$ cat config.mk
export PLATFORM = sky130hd
export DESIGN_NAME = sma_div
export DESIGN_NICKNAME = d
export VERILOG_FILES = /design/src/hdl/stack_machine_alu_macros.svh /design/src/hdl/sma_pkg.sv /design/src/hdl/sma_div.sv
export SDC_FILE = /design/constraint.sdc
export NUM_CORES = 1
export LEC_CHECK = 0
export BUFFER_PORTS_ARGS = -buffer_cell sky130_fd_sc_hd__buf_4
export CORE_MARGIN = 2
export CORE_UTILIZATION = 35
export CTS_CLUSTER_DIAMETER = 150
export DETAILED_ROUTE_END_ITERATION = 16
export GPL_TIMING_DRIVEN = 0
export SLEW_MARGIN = 5
export SYNTH_ARGS = -nofsm -noshare
export SYNTH_HDL_FRONTEND = slang
export SYNTH_SLANG_ARGS = --single-unit
$ cat constraint.sdc
create_clock -name clk -period 6.3 [get_ports clk]
set_clock_uncertainty 0.05 [all_clocks]
set_input_delay 0.63 -clock clk [delete_from_list [all_inputs] [get_ports clk]]
set_output_delay 0.63 -clock clk [all_outputs]
set_load 0.01 [all_outputs]
$ cat src/hdl/stack_machine_alu_macros.svh
// Assertion macros for the stack ALU.
// Included by stack_machine_alu.sv; expects clk and rst_n in scope.
`ifndef STACK_MACHINE_ALU_MACROS_SVH
`define STACK_MACHINE_ALU_MACROS_SVH
`ifndef SYNTH
`define SMA_CHECK(label, prop) \
  label: assert property (@(posedge clk) disable iff (!rst_n) prop) \
    else $error("stack_machine_alu: check failed");
`define SMA_CHECK_NEXT(label, ante, cons) \
  label: assert property (@(posedge clk) disable iff (!rst_n) (ante) |=> (cons)) \
    else $error("stack_machine_alu: check failed");
`else
`define SMA_CHECK(label, prop)
`define SMA_CHECK_NEXT(label, ante, cons)
`endif
`endif

$ cat src/hdl/sma_pkg.sv
// Shared types and codes for the stack ALU.
// No dependencies; used by sma_div and stack_machine_alu.
package sma_pkg;

  localparam int FUNC_W      = 4;
  localparam int DATA_W      = 32;
  localparam int TRAP_W      = 2;
  localparam int DEPTH_OUT_W = 9;

  typedef logic [FUNC_W-1:0]      func_t;
  typedef logic [DATA_W-1:0]      data_t;
  typedef logic [TRAP_W-1:0]      trap_t;
  typedef logic [DEPTH_OUT_W-1:0] depth_out_t;

  localparam func_t FN_PUSH   = 4'd0;
  localparam func_t FN_POP    = 4'd1;
  localparam func_t FN_MOVE   = 4'd2;
  localparam func_t FN_DUP    = 4'd3;
  localparam func_t FN_SWAP   = 4'd4;
  localparam func_t FN_ADD    = 4'd5;
  localparam func_t FN_SUB    = 4'd6;
  localparam func_t FN_MUL    = 4'd7;
  localparam func_t FN_DIV    = 4'd8;
  localparam func_t FN_MOD    = 4'd9;
  localparam func_t FN_SQUARE = 4'd10;

  localparam trap_t TRAP_NONE    = 2'd0;
  localparam trap_t TRAP_OVER    = 2'd1;
  localparam trap_t TRAP_UNDER   = 2'd2;
  localparam trap_t TRAP_DIVZERO = 2'd3;

  typedef struct packed {
    logic  start;
    logic  rem_sel;
    data_t dividend;
    data_t divisor;
  } div_req_t;

  typedef struct packed {
    logic  busy;
    logic  done;
    data_t value;
  } div_rsp_t;

endpackage

$ cat src/hdl/sma_div.sv
// Iterative signed 32-bit divider, one quotient bit per cycle.
// Depends on sma_pkg for div_req_t / div_rsp_t.
module sma_div (
  input  logic              clk,
  input  logic              rst_n,
  input  sma_pkg::div_req_t req_i,
  output sma_pkg::div_rsp_t rsp_o
);
  import sma_pkg::*;

  localparam int CNT_W = $clog2(DATA_W);

  logic             busy_r, busy_nxt;
  logic             fix_r, fix_nxt;
  logic             done_r, done_nxt;
  logic [CNT_W-1:0] cnt_r, cnt_nxt;
  data_t            quo_r, quo_nxt;
  data_t            rem_r, rem_nxt;
  data_t            dvs_r, dvs_nxt;
  logic             negq_r, negq_nxt;
  logic             negr_r, negr_nxt;
  logic             rsel_r, rsel_nxt;
  data_t            res_r, res_nxt;

  logic [DATA_W:0]  rem_sh;
  logic [DATA_W:0]  diff;
  logic             ge;
  logic             na, nb;
  data_t            mag_a, mag_b;

  assign na     = req_i.dividend[DATA_W-1];
  assign nb     = req_i.divisor[DATA_W-1];
  assign mag_a  = na ? (~req_i.dividend + DATA_W'(1)) : req_i.dividend;
  assign mag_b  = nb ? (~req_i.divisor + DATA_W'(1)) : req_i.divisor;
  assign rem_sh = {rem_r, quo_r[DATA_W-1]};
  assign diff   = rem_sh - {1'b0, dvs_r};
  assign ge     = ~diff[DATA_W];

  always_comb begin
    busy_nxt = busy_r;
    fix_nxt  = 1'b0;
    done_nxt = 1'b0;
    cnt_nxt  = cnt_r;
    quo_nxt  = quo_r;
    rem_nxt  = rem_r;
    dvs_nxt  = dvs_r;
    negq_nxt = negq_r;
    negr_nxt = negr_r;
    rsel_nxt = rsel_r;
    res_nxt  = res_r;
    if (req_i.start) begin
      busy_nxt = 1'b1;
      cnt_nxt  = '0;
      quo_nxt  = mag_a;
      rem_nxt  = '0;
      dvs_nxt  = mag_b;
      negq_nxt = na ^ nb;
      negr_nxt = na;
      rsel_nxt = req_i.rem_sel;
    end else if (busy_r) begin
      rem_nxt = ge ? diff[DATA_W-1:0] : rem_sh[DATA_W-1:0];
      quo_nxt = {quo_r[DATA_W-2:0], ge};
      cnt_nxt = cnt_r + CNT_W'(1);
      if (cnt_r == CNT_W'(DATA_W - 1)) begin
        busy_nxt = 1'b0;
        fix_nxt  = 1'b1;
      end
    end else if (fix_r) begin
      done_nxt = 1'b1;
      if (rsel_r) begin
        res_nxt = negr_r ? (~rem_r + DATA_W'(1)) : rem_r;
      end else begin
        res_nxt = negq_r ? (~quo_r + DATA_W'(1)) : quo_r;
      end
    end
  end

  always_ff @(posedge clk) begin
    if (!rst_n) begin
      busy_r <= 1'b0;
      fix_r  <= 1'b0;
      done_r <= 1'b0;
      cnt_r  <= '0;
    end else begin
      busy_r <= busy_nxt;
      fix_r  <= fix_nxt;
      done_r <= done_nxt;
      cnt_r  <= cnt_nxt;
    end
  end

  always_ff @(posedge clk) begin
    quo_r  <= quo_nxt;
    rem_r  <= rem_nxt;
    dvs_r  <= dvs_nxt;
    negq_r <= negq_nxt;
    negr_r <= negr_nxt;
    rsel_r <= rsel_nxt;
    res_r  <= res_nxt;
  end

  assign rsp_o.busy  = busy_r | fix_r;
  assign rsp_o.done  = done_r;
  assign rsp_o.value = res_r;

endmodule

==> flow_summary_export.csv, run 1 <==
group,metric,value,unit
hold_path,worstHoldPathCells,1,
clocking,cts_max_path_buffers,2,
worst_setup_path,worstRegToRegCells,12,
place,portBuffers,101,
sta,hold_viol_final,0,
worst_setup_path,slowest_delay,0.51,ns
routing,vias_per_cell,5.51,
power_and_ir_drop,power_density,255,nW/µm²
clocking,clkLatencyLatePin,0.43,ns
global_routing,grt_pass1_vias,8175,
routing,drc,0,
logic_synthesis,avgSynthCellArea,8.91,µm²
global_routing,antenna_found_initial,0,
worst_setup_path,cp_cell_sequence,"inv_1 > ha_1 > fa_1 > nor2b_1 > o31a_1 > o21ai_0 > nand4_1 > nand2_1 > o311ai_2 > xnor2_1 > clkbuf_1 > o21ai_0",
clocking,hold_buffers,0,
layout,multiInputGateArea,5500,µm²
floorplanning,die_x,170,µm
logic_synthesis,synth_async_sr_flop_share,0,
worst_setup_path,start_kind,"flop",
worst_setup_path,cp_num_buf_inv,2,
sta,max_slew_margin,0.408,
floorplanning,num_rows,60,
floorplanning,coreArea,27000,µm²
logic_synthesis,synth_cell_types,64,
sta,fmax,247,MHz
hold_path,hp-start,"req_i[64]",
global_routing,grt_overflow,0,
worst_setup_path,crit_path_end_kind,"flop",
worst_setup_path,required,6.38,ns
worst_setup_path,reg2reg_to,"quo_r[0]$_DFFE_PP_",
worst_setup_path,crit_top_cell,"o21ai_0",
sta,finalSetupViolCount,0,
sta,max_slew.worst_pin.slew,0.881,ns
layout,syn_to_final_growth,18.9,%
power_and_ir_drop,power_leakage,4.35,nW
routing,vias,8568,
logic_synthesis,ys_warn_count,0,
floorplanning,initial_core_util,0.357,
layout,fillCellCount,2689,
logic_synthesis,ys.flop_type,"edfxtp_1",
clocking,cts-root-buf,"clkbuf_16",
clocking,cts_resized,0,
power_and_ir_drop,design_power_total,2.92,mW
sta,period_needed,4.05,ns
sta,timing.final.crit_share,0.643,
clocking,cts.htree.levels,4,
worst_setup_path,timing.critical_path.fanout_max,10,
worst_setup_path,worst-r2r-setup-slack,2.25,ns
sta,setup_tns,0,ns
routing,drtAntennaViolNets,0,
layout,nets,1309,
sta,rsz0062_at_grt,"no",
run,maxCapViolCount,0,
logic_synthesis,synth-seq-cells,139,
global_routing,grt_pass1_wl,42600,µm
place,placed_cells,1524,
routing,drt_iter0_markers,564,
floorplanning,die_h,170,µm
global_routing,grt.total_usage,0.188,
worst_setup_path,arrival,4.12,ns
layout,regArea,3770,µm²
global_routing,grt_max_degree,37,
sta,slew_violations,0,
hold_path,hp-class,"input pin to flop",
layout,fin_cells,1555,
layout,final_common_cell,"nand2_1",
layout,antennaDiodeCount,0,
layout,layout-drive-gt1-share,0.129,
clocking,postCtsSetupBuffers,0,
routing,firstDrtPassIters,5,
power_and_ir_drop,peakVddDrop,195,µV
clocking,clock-sinks,139,
place,dp_hpwl,20700,µm
outcome,status,"completed",
hold_path,min_to,"rsel_r$_DFFE_PP_",
layout,final_cell_mix,"nand2_1, buf_4, edfxtp_1",
logic_synthesis,netlist_instances,1081,
logic_synthesis,synth_area,9640,µm²
worst_setup_path,path_class,"flop to flop",
clocking,clk_pin_slew,0.06,ns
floorplanning,die-area,28900,µm²
clocking,cts_tree,"built",
clocking,cts_buffers,17,
routing,drt-total-wl,26800,µm
logic_synthesis,synthesis.nets,1188,
floorplanning,io_pins,102,
routing,wl_per_cell,17.2,µm
worst_setup_path,r2r-start,"quo_r[31]$_DFFE_PP_",
worst_setup_path,crit_path_top_delay_cell,"clkbuf_1",
logic_synthesis,synth_edf_count,99,
logic_synthesis,yosysSeqAreaShare,0.392,
place,gp_congestion,0.853,
worst_setup_path,critPathTopFamily,"compound AO/OA/AOI/OAI gates",
==> per-stage QoR <==
step                      instance area, µm²  setup slack, ns  hold slack, ns  utilization
after floorplan                         9640             3.16           0.400            -
after global placement                 10800             1.68           0.431        0.400
after detailed placement               10900             2.35           0.445        0.402
after CTS                              11500             2.33           0.320        0.424
after global routing                   11500             1.96           0.325        0.424
final                                  11500             2.25           0.330        0.424
==> logic make-up after synthesis <==
family                     after synthesis  share of synthesized area
AOI/OAI and AO/OA                      290                      0.193
xor gates and xnor gates               151                      0.137
adders and majority gates               39                     0.0514
buffers and inverters                   96                     0.0382
DFF                                    139                      0.392
muxes                                    7                    0.00740
and+or+nand+nor                        359                      0.181
==> how the worst max path moves through the flow <==
stage | depth (start not counted) | endpoint | startpoint | slack, ns
2_1_floorplan | 8 | dvs_r[29]$_DFFE_PP_ | req_i[9] | 3.16
3_3_place_gp | 5 | res_r[8]$_DFFE_PP_ | req_i[65] | 1.68
3_5_place_dp | 12 | quo_r[0]$_DFFE_PP_ | quo_r[31]$_DFFE_PP_ | 2.35
4_1_cts | 12 | quo_r[0]$_DFFE_PP_ | quo_r[31]$_DFFE_PP_ | 2.33
5_1_grt | 13 | rem_r[20]$_SDFFE_PP0P_ | quo_r[31]$_DFFE_PP_ | 1.96
6_report | 12 | quo_r[0]$_DFFE_PP_ | quo_r[31]$_DFFE_PP_ | 2.25
==> cell type report <==
type                            count  share of cell area
Multi-Input combinational cell    846               0.480
Sequential cell                   139               0.329
Timing Repair Buffer              102              0.0686
Clock buffer                       19              0.0378
Tap cell                          341              0.0372
Buffer                             48              0.0164
Inverter                           48              0.0157
Clock inverter                     12              0.0151
==> power by group <==
group          leakage, nW  switching (mW)  internal [mW]
registers             1.27          0.0765           1.07
logic                 2.79           0.424          0.293
clock network        0.285           0.403          0.658
==> synthesized netlist by cell type (all sizes together), types with 11 or more instances <==
cell type,count,share of area
buf,11,0.0051
o21ai,73,0.038
a311oi,18,0.016
clkbuf,37,0.014
nand3,15,0.0078
xnor2,72,0.065
o31ai,33,0.026
nand2b,17,0.011
or3,19,0.013
inv,47,0.018
dfxtp,40,0.083
nand2,125,0.049
o41ai,16,0.016
edfxtp,99,0.31
xor2,79,0.072
a21oi,87,0.045
ha,38,0.049
nor3,12,0.0062
or4,20,0.017
nor2,98,0.038
==> registers in the layout, indices dropped and copies added (netlist names) <==
register / count
dvs_r: 32
negq_r: 1
quo_r: 32
negr_r: 1
res_r: 32
cnt_r: 5
rem_r: 32
done_r: 1
busy_r: 1
fix_r: 1
rsel_r: 1
==> layer usage <==
metal / vias up / GRT usage / part of all wire
li1: 4167 / - / -
met1: 4143 / 0.256 / 0.46
met2: 221 / 0.306 / 0.47
met3: 37 / 0.0330 / 0.049
met4: 0 / 0.0583 / 0.023
met5: - / 0 / 0
No activity file was read; power rests on OpenSTA's default activity.
==> run 2, diff against run 1 <==
Clock period 6.3 ns to 3.4 ns, I/O delays scaled along.
==> flow_summary_export.csv, run 2 (synthesized netlist as in run 1, its figures left out) <==
group,metric,value,unit
clocking,cts_tree,"built",
outcome,status,"completed",
global_routing,grt_pass1_vias,8222,
worst_setup_path,crit_top_cell,"buf_6",
layout,multiInputGateArea,5610,µm²
place,dp_hpwl,20700,µm
place,pre_cts_ws,-0.553,ns
routing,vias_per_cell,5.53,
floorplanning,die_x,170,µm
global_routing,antenna_found_initial,0,
global_routing,grt_pass1_wl,42900,µm
global_routing,grt_overflow,0,
floorplanning,coreArea,27000,µm²
hold_path,hp-class,"input pin to flop",
clocking,cts-root-buf,"clkbuf_16",
sta,finalSetupViolCount,0,
power_and_ir_drop,power_leakage,4.46,nW
sta,slew_violations,0,
routing,vias,8647,
layout,final_cell_mix,"nand2_1, buf_4, edfxtp_1",
clocking,cts_max_path_buffers,2,
routing,drc,0,
clocking,hold_buffers,0,
layout,fillCellCount,2652,
sta,timing.final.crit_share,0.955,
floorplanning,num_rows,60,
global_routing,grt.total_usage,0.190,
routing,drtAntennaViolNets,0,
clocking,cts_buffers,17,
worst_setup_path,crit_path_end_kind,"flop",
worst_setup_path,slowest_delay,0.45,ns
sta,fmax,308,MHz
clocking,clkLatencyLatePin,0.43,ns
run,maxCapViolCount,0,
sta,fin_ws,0.151,ns
sta,rsz0062_at_grt,"no",
worst_setup_path,start_kind,"flop",
worst_setup_path,timing.critical_path.fanout_max,7,
sta,period_needed,3.25,ns
clocking,cts.htree.levels,4,
worst_setup_path,cp_cell_sequence,"inv_1 > ha_1 > fa_2 > nor2b_2 > o31a_1 > o21ai_2 > nand4_1 > nand2_2 > o311ai_4 > buf_6 > xor2_4 > buf_12 > buf_6 > nor3_1 > a311o_1",
worst_setup_path,path_class,"flop to flop",
layout,nets,1317,
layout,regArea,3770,µm²
floorplanning,io_pins,102,
layout,antennaDiodeCount,0,
floorplanning,die_h,170,µm
routing,drt_iter0_markers,619,
sta,max_slew_margin,0.418,
place,portBuffers,101,
place,gp_congestion,0.853,
worst_setup_path,arrival,3.51,ns
floorplanning,initial_core_util,0.357,
worst_setup_path,crit_path_top_delay_cell,"edfxtp_1",
clocking,clk_pin_slew,0.06,ns
clocking,clock-sinks,139,
power_and_ir_drop,power_density,469,nW/µm²
layout,layout-drive-gt1-share,0.150,
routing,firstDrtPassIters,5,
floorplanning,die-area,28900,µm²
power_and_ir_drop,peakVddDrop,363,µV
sta,max_slew.worst_pin.slew,0.873,ns
global_routing,grt_max_degree,37,
routing,drt-total-wl,27200,µm
routing,wl_per_cell,17.4,µm
worst_setup_path,required,3.66,ns
layout,final_common_cell,"nand2_1",
layout,fin_util,0.433,
layout,syn_to_final_growth,21.3,%
sta,hold_viol_final,0,
run 2: timing repair:
action,4_1_cts,5_1_grt
setup endpoints to repair,33,38
buffers inserted,4,2
hold endpoints to repair,0,0
gates cloned,2,0
pin swaps,4,5
resized for setup,22,20
run 2: path summary, 6_finish.rpt:
check,start,to,slack (ns),depth (start not counted)
max reg2reg,quo_r[31]$_DFFE_PP_,rem_r[8]$_SDFFE_PP0P_,0.15,15
max,quo_r[31]$_DFFE_PP_,rem_r[8]$_SDFFE_PP0P_,0.15,15
min,req_i[64],rsel_r$_DFFE_PP_,0.04,1
min reg2reg,cnt_r[3]$_SDFFE_PP0P_,cnt_r[3]$_SDFFE_PP0P_,0.46,2
run 2: final cells by class:
class	count	share of cell area
clock inverters	12	0.0148
multi-input cells	846	0.479
flip-flops and latches	139	0.323
plain buffers	48	0.0203
repair buffers	110	0.0737
clock buffers	19	0.0370
well taps	341	0.0365
inverters	48	0.0154
run 2: metrics by stage:
| step | instances | total power [mW] | hold WS (ns) | area [µm²] | TNS (ns) |
|---|---|---|---|---|---|
| detailed placement | 1524 | 3.47 | 0.445 | 10900 | -13.53 |
| global placement | 1523 | 3.45 | 0.431 | 10800 | -42.31 |
| global route | 1563 | 5.76 | 0.0354 | 11700 | 0 |
| finish | 1563 | 5.48 | 0.0404 | 11700 | 0 |
| floorplan | 1081 | 3.05 | 0.389 | 9640 | 0 |
| CTS | 1561 | 5.48 | 0.0303 | 11600 | 0 |
run 2: power breakdown:
group          internal (mW)  total (mW)  switching, mW
Combinational          0.585        1.40          0.814
Sequential              1.98        2.12          0.143
Clock                   1.22        1.96          0.744
run 2: critical path: cells and delay by family (launching register included):
| kind | cells | cell delay [ns] |
|---|---|---|
| AO/OA/AOI/OAI | 4 | 0.93 |
| adder cells (fa/ha/maj) | 2 | 0.60 |
| buffers and inverters | 4 | 0.54 |
| flip-flops | 1 | 0.45 |
| AND/OR/NAND/NOR | 4 | 0.39 |
| XOR/XNOR | 1 | 0.16 |
run 2: per-layer routing:
layer | routed length (µm) | vias up | track usage
met2 | 12800 | 243 | 0.309
met5 | 0 | - | 0
li1 | - | 4180 | -
met1 | 12300 | 4185 | 0.258
met4 | 605 | 0 | 0.0572
met3 | 1460 | 39 | 0.0349
